$ cat src/rtl/dmc_pkg.sv
// ----------------------------------------------------------------------------
// dmc_pkg
// Shared widths, reset values, register indexes and the command and status
// structs that join the controller and the datapath of the cache hit counter.
// ----------------------------------------------------------------------------
package dmc_pkg;

  // default geometry bounds
  localparam int INDEX_BITS_MAX_DEF = 14;
  localparam int ADDRESS_BITS_DEF   = 32;

  // fixed field widths
  localparam int TAG_W       = 32;
  localparam int CNT_W       = 32;
  localparam int BSL_W       = 4;
  localparam int CSL_W       = 5;
  localparam int CFG_DATA_W  = 5;
  localparam int CFG_INDEX_W = 1;

  // register indexes
  localparam logic [CFG_INDEX_W-1:0] REG_BLOCK_SIZE_LOG2 = 1'b0;
  localparam logic [CFG_INDEX_W-1:0] REG_CACHE_SIZE_LOG2 = 1'b1;

  // register reset values
  localparam logic [BSL_W-1:0] BSL_RESET = 4'd4;
  localparam logic [CSL_W-1:0] CSL_RESET = 5'd12;

  localparam logic [CNT_W-1:0] CNT_MAX = '1;

  // controller to datapath commands
  typedef struct packed {
    logic clear_en;   // write one invalid line of the sweep
    logic lookup_en;  // item accepted: split address, read tag store
    logic update_en;  // compare, fill on miss, count, emit result
  } dmc_cmd_t;

  // datapath to controller status
  typedef struct packed {
    logic clear_last; // sweep is on its last line
  } dmc_stat_t;

endpackage

$ cat src/rtl/dmc_ctrl.sv
// ----------------------------------------------------------------------------
// dmc_ctrl
// Sequencer: clears the tag store after reset, then runs each accepted item
// through a registered tag read and then a compare-and-fill step.
// ----------------------------------------------------------------------------
module dmc_ctrl
  import dmc_pkg::*;
(
  input  logic      clk,
  input  logic      rst_n,
  input  logic      start,
  output logic      busy,
  output dmc_cmd_t  cmd,
  input  dmc_stat_t stat
);

  typedef enum logic [2:0] {
    ST_CLEAR  = 3'b001,
    ST_IDLE   = 3'b010,
    ST_LOOKUP = 3'b100
  } state_t;

  state_t state_r;
  state_t state_nxt;

  // next state
  always_comb begin
    state_nxt = state_r;
    unique case (state_r)
      ST_CLEAR: begin
        if (stat.clear_last) state_nxt = ST_IDLE;
      end
      ST_IDLE: begin
        if (start) state_nxt = ST_LOOKUP;
      end
      ST_LOOKUP: begin
        state_nxt = ST_IDLE;
      end
      default: state_nxt = ST_CLEAR;
    endcase
  end

  // state register
  always_ff @(posedge clk) begin
    if (!rst_n) begin
      state_r <= ST_CLEAR;
    end else begin
      state_r <= state_nxt;
    end
  end

  // commands
  assign busy          = (state_r != ST_IDLE);
  assign cmd.clear_en  = (state_r == ST_CLEAR);
  assign cmd.lookup_en = (state_r == ST_IDLE) && start;
  assign cmd.update_en = (state_r == ST_LOOKUP);

endmodule

$ cat config.mk
export PLATFORM = sky130hd
export DESIGN_NAME = dmc_ctrl
export DESIGN_NICKNAME = d
export VERILOG_FILES = /design/src/rtl/dmc_pkg.sv /design/src/rtl/dmc_ctrl.sv
export SDC_FILE = /design/constraint.sdc
export NUM_CORES = 1
export LEC_CHECK = 0
export BUFFER_PORTS_ARGS = -buffer_cell sky130_fd_sc_hd__buf_2
export CAP_MARGIN = 20
export CORE_AREA = 2 2 39 41
export DETAILED_ROUTE_END_ITERATION = 12
export DIE_AREA = 0 0 41 43
export GPL_ROUTABILITY_DRIVEN = 0
export PLACE_DENSITY_LB_ADDON = 0.1
export SYNTH_ARGS = -nofsm -noshare
export SYNTH_HDL_FRONTEND = slang
export SYNTH_SLANG_ARGS = --single-unit
$ cat constraint.sdc
create_clock -name clk -period 2.2 [get_ports clk]
set_clock_uncertainty 0.15 [all_clocks]
set_input_delay 0 -clock clk [delete_from_list [all_inputs] [get_ports clk]]
set_output_delay 0 -clock clk [all_outputs]
set_load 0.01 [all_outputs]
==> flow_summary.json <==
{
  "outcome": "completed",
  "slew_viol_final": 0,
  "clk_latency_ns": 0.24,
  "ys_warn_count": 0,
  "hold_path_startpoint": "stat",
  "mappedNetlistNets": 17,
  "die_area_um2": 1760,
  "cts_sinks": 3,
  "portBuffers": 7,
  "via_per_inst": 3.71,
  "num_rows": 14,
  "cpLargestDelayFamily": "simple AND/OR/NAND/NOR gates",
  "rr_endpoint": "state_r[1]",
  "wire_per_inst_um": 10.3,
  "grt_setup_unrepaired": "false",
  "drv_cap": 0,
  "cts_buffers": 3,
  "slowest_stage": "dfxtp_1",
  "min_to": "state_r[0]",
  "reg.largest.list": "state_r (3)",
  "post-place-cells": 36,
  "routed-via-count": 156,
  "clkTransAtPathRegs_ns": 0.04,
  "die_x_um": 41,
  "drive_above_1_share_pct": 46.2,
  "final_common_cell": "buf_2",
  "first_global_vias": 172,
  "largest_reg_flops": 3,
  "synthCells": 13,
  "post-route-min-period_ns": 1.36,
  "start_kind": "flop",
  "antenna_found_initial": 0,
  "stdcell_count": 42,
  "cts_buffer_depth": 2,
  "r2r_cells": 2,
  "grt_util_all_layers_pct": 6.31,
  "cp.arrival_ns": 1.21,
  "hpwl_um": 331,
  "ys_types": 10,
  "critical_path.max_fanout": 5,
  "critPathBufInv": 1,
  "r2r_slack_ns": 1.03,
  "yosys_register_bits": 3,
  "rr_startpoint": "state_r[1]",
  "htreeDepth": 1,
  "grt_pass1_wl_um": 690,
  "max_freq_mhz": 733,
  "cts_root_buf": "clkbuf_4",
  "ctsResizeCount": 0,
  "final_cell_mix": "7 x buf_2, 3 x clkbuf_4, 3 x dfxtp_1, 2 x nor3b_2, 2 x dlygate4sd3_1",
  "grt_start_max_net_pins": 6,
  "power.leakage_uw": 0.000103,
  "route.detailed.drc": 0,
  "insertedDiodeCount": 0,
  "setup_viol": 0,
  "hold_viol_final": 0,
  "syn_area_um2": 146,
  "tightest_slew_ns": 0.267,
  "seq_area_frac_synth_pct": 41.0,
  "start_util_pct": 10.6,
  "cts_tree": "built",
  "powerDensity_nw_per_um2": 730,
  "worstHoldPathType": "in2reg",
  "min_period_over_period_pct": 62.0,
  "routed_wl_um": 431,
  "drtPass1Iterations": 1,
  "antenna_left": 0,
  "max_stage_delay_ns": 0.38,
  "regMostFlops": "state_r",
  "coreArea_um2": 1380,
  "crit_chain": "nor3b_2 > and2_1 > buf_2",
  "overflow": 0,
  "layout.nets": 31,
  "syn2layout_area_growth_pct": 69.2,
  "drtIter0Drc": 0,
  "avgSynthCellArea_um2": 11.3,
  "io_pins": 8,
  "die_h_um": 43,
  "slew-limit-headroom_pct": 81.9,
  "worst_hold_path.num_cells": 3,
  "required_ns": 2.05,
  "fin_setup_tns_ns": 0,
  "ir_drop_mv": 0.215,
  "crit_type": "reg2out",
  "end_kind": "output port"
}
## synth_stat cells
cell | n | area [µm²]
dfxtp_1 | 3 | 60.1
nor3b_2 | 2 | 25.0
and2_1 | 1 | 6.26
and3_1 | 1 | 6.26
and4bb_1 | 1 | 12.5
inv_1 | 1 | 3.75
nor3b_1 | 1 | 7.51
nor4b_1 | 1 | 8.76
o31a_1 | 1 | 8.76
o31ai_1 | 1 | 7.51
## how the worst max path moves through the flow
stage	startpoint	end	slack (ns)	cells after the start
CTS	state_r[1]	cmd[1]	0.81	3
floorplan	state_r[1]	state_r[1]	1.10	2
detailed placement	state_r[2]	state_r[1]	1.03	2
finish	state_r[1]	cmd[1]	0.84	3
global route	state_r[1]	cmd[1]	0.77	3
global placement	state_r[2]	state_r[1]	1.04	2
## cell families after synthesis
group                  Yosys count  synth area share, %
AO/OA/AOI/OAI                    2                 11.1
flip-flops                       3                 41.0
AND/OR/NAND/NOR                  7                 45.3
buffers and inverters            1                 2.56
## repair_timing
action,in CTS,in global routing
hold buffers,2,0
setup buffers,0,0
endpoints found under the hold margin,3,0
## worst min-delay path: stages
cell	delay [ns]
buf_2	0.07
and4bb_1	0.21
o31ai_1	0.07
## routing by layer
| metal | share of wire [%] | GRT usage [%] | vias up |
|---|---|---|---|
| li1 | - | - | 75 |
| met1 | 50 | 7.99 | 69 |
| met2 | 39 | 7.19 | 10 |
| met3 | 10 | 4.71 | 2 |
| met4 | 1.2 | 4.00 | 0 |
| met5 | 0 | 0 | - |
## report_power, final
| part | switching, µW | internal, µW |
|---|---|---|
| combinational | 7.74 | 11.4 |
| sequential | 3.74 | 57.5 |
| clock | 32.3 | 68.2 |
## stage by stage
step	utilization [%]	instance area (µm²)	total power [µW]	worst slack, ns	hold WS [ns]
finish	17.9	248	181	0.836	0.0193
global route	17.9	248	191	0.772	0.0729
CTS	17.9	248	186	0.814	0.0194
detailed placement	14.6	201	78.8	1.03	0.0824
global placement	14.6	201	78.8	1.04	0.0796
floorplan	-	146	70.4	1.10	-0.0789
## final cells by class
class | count | area, µm²
clock buffer | 4 | 26.3
timing repair buffer | 9 | 55.1
inverter | 1 | 3.75
sequential | 3 | 60.1
multi-input combinational | 9 | 82.6
tap | 16 | 20.0
fill | 162 | 1140
Note: power is estimated with default switching activity, not from simulation.
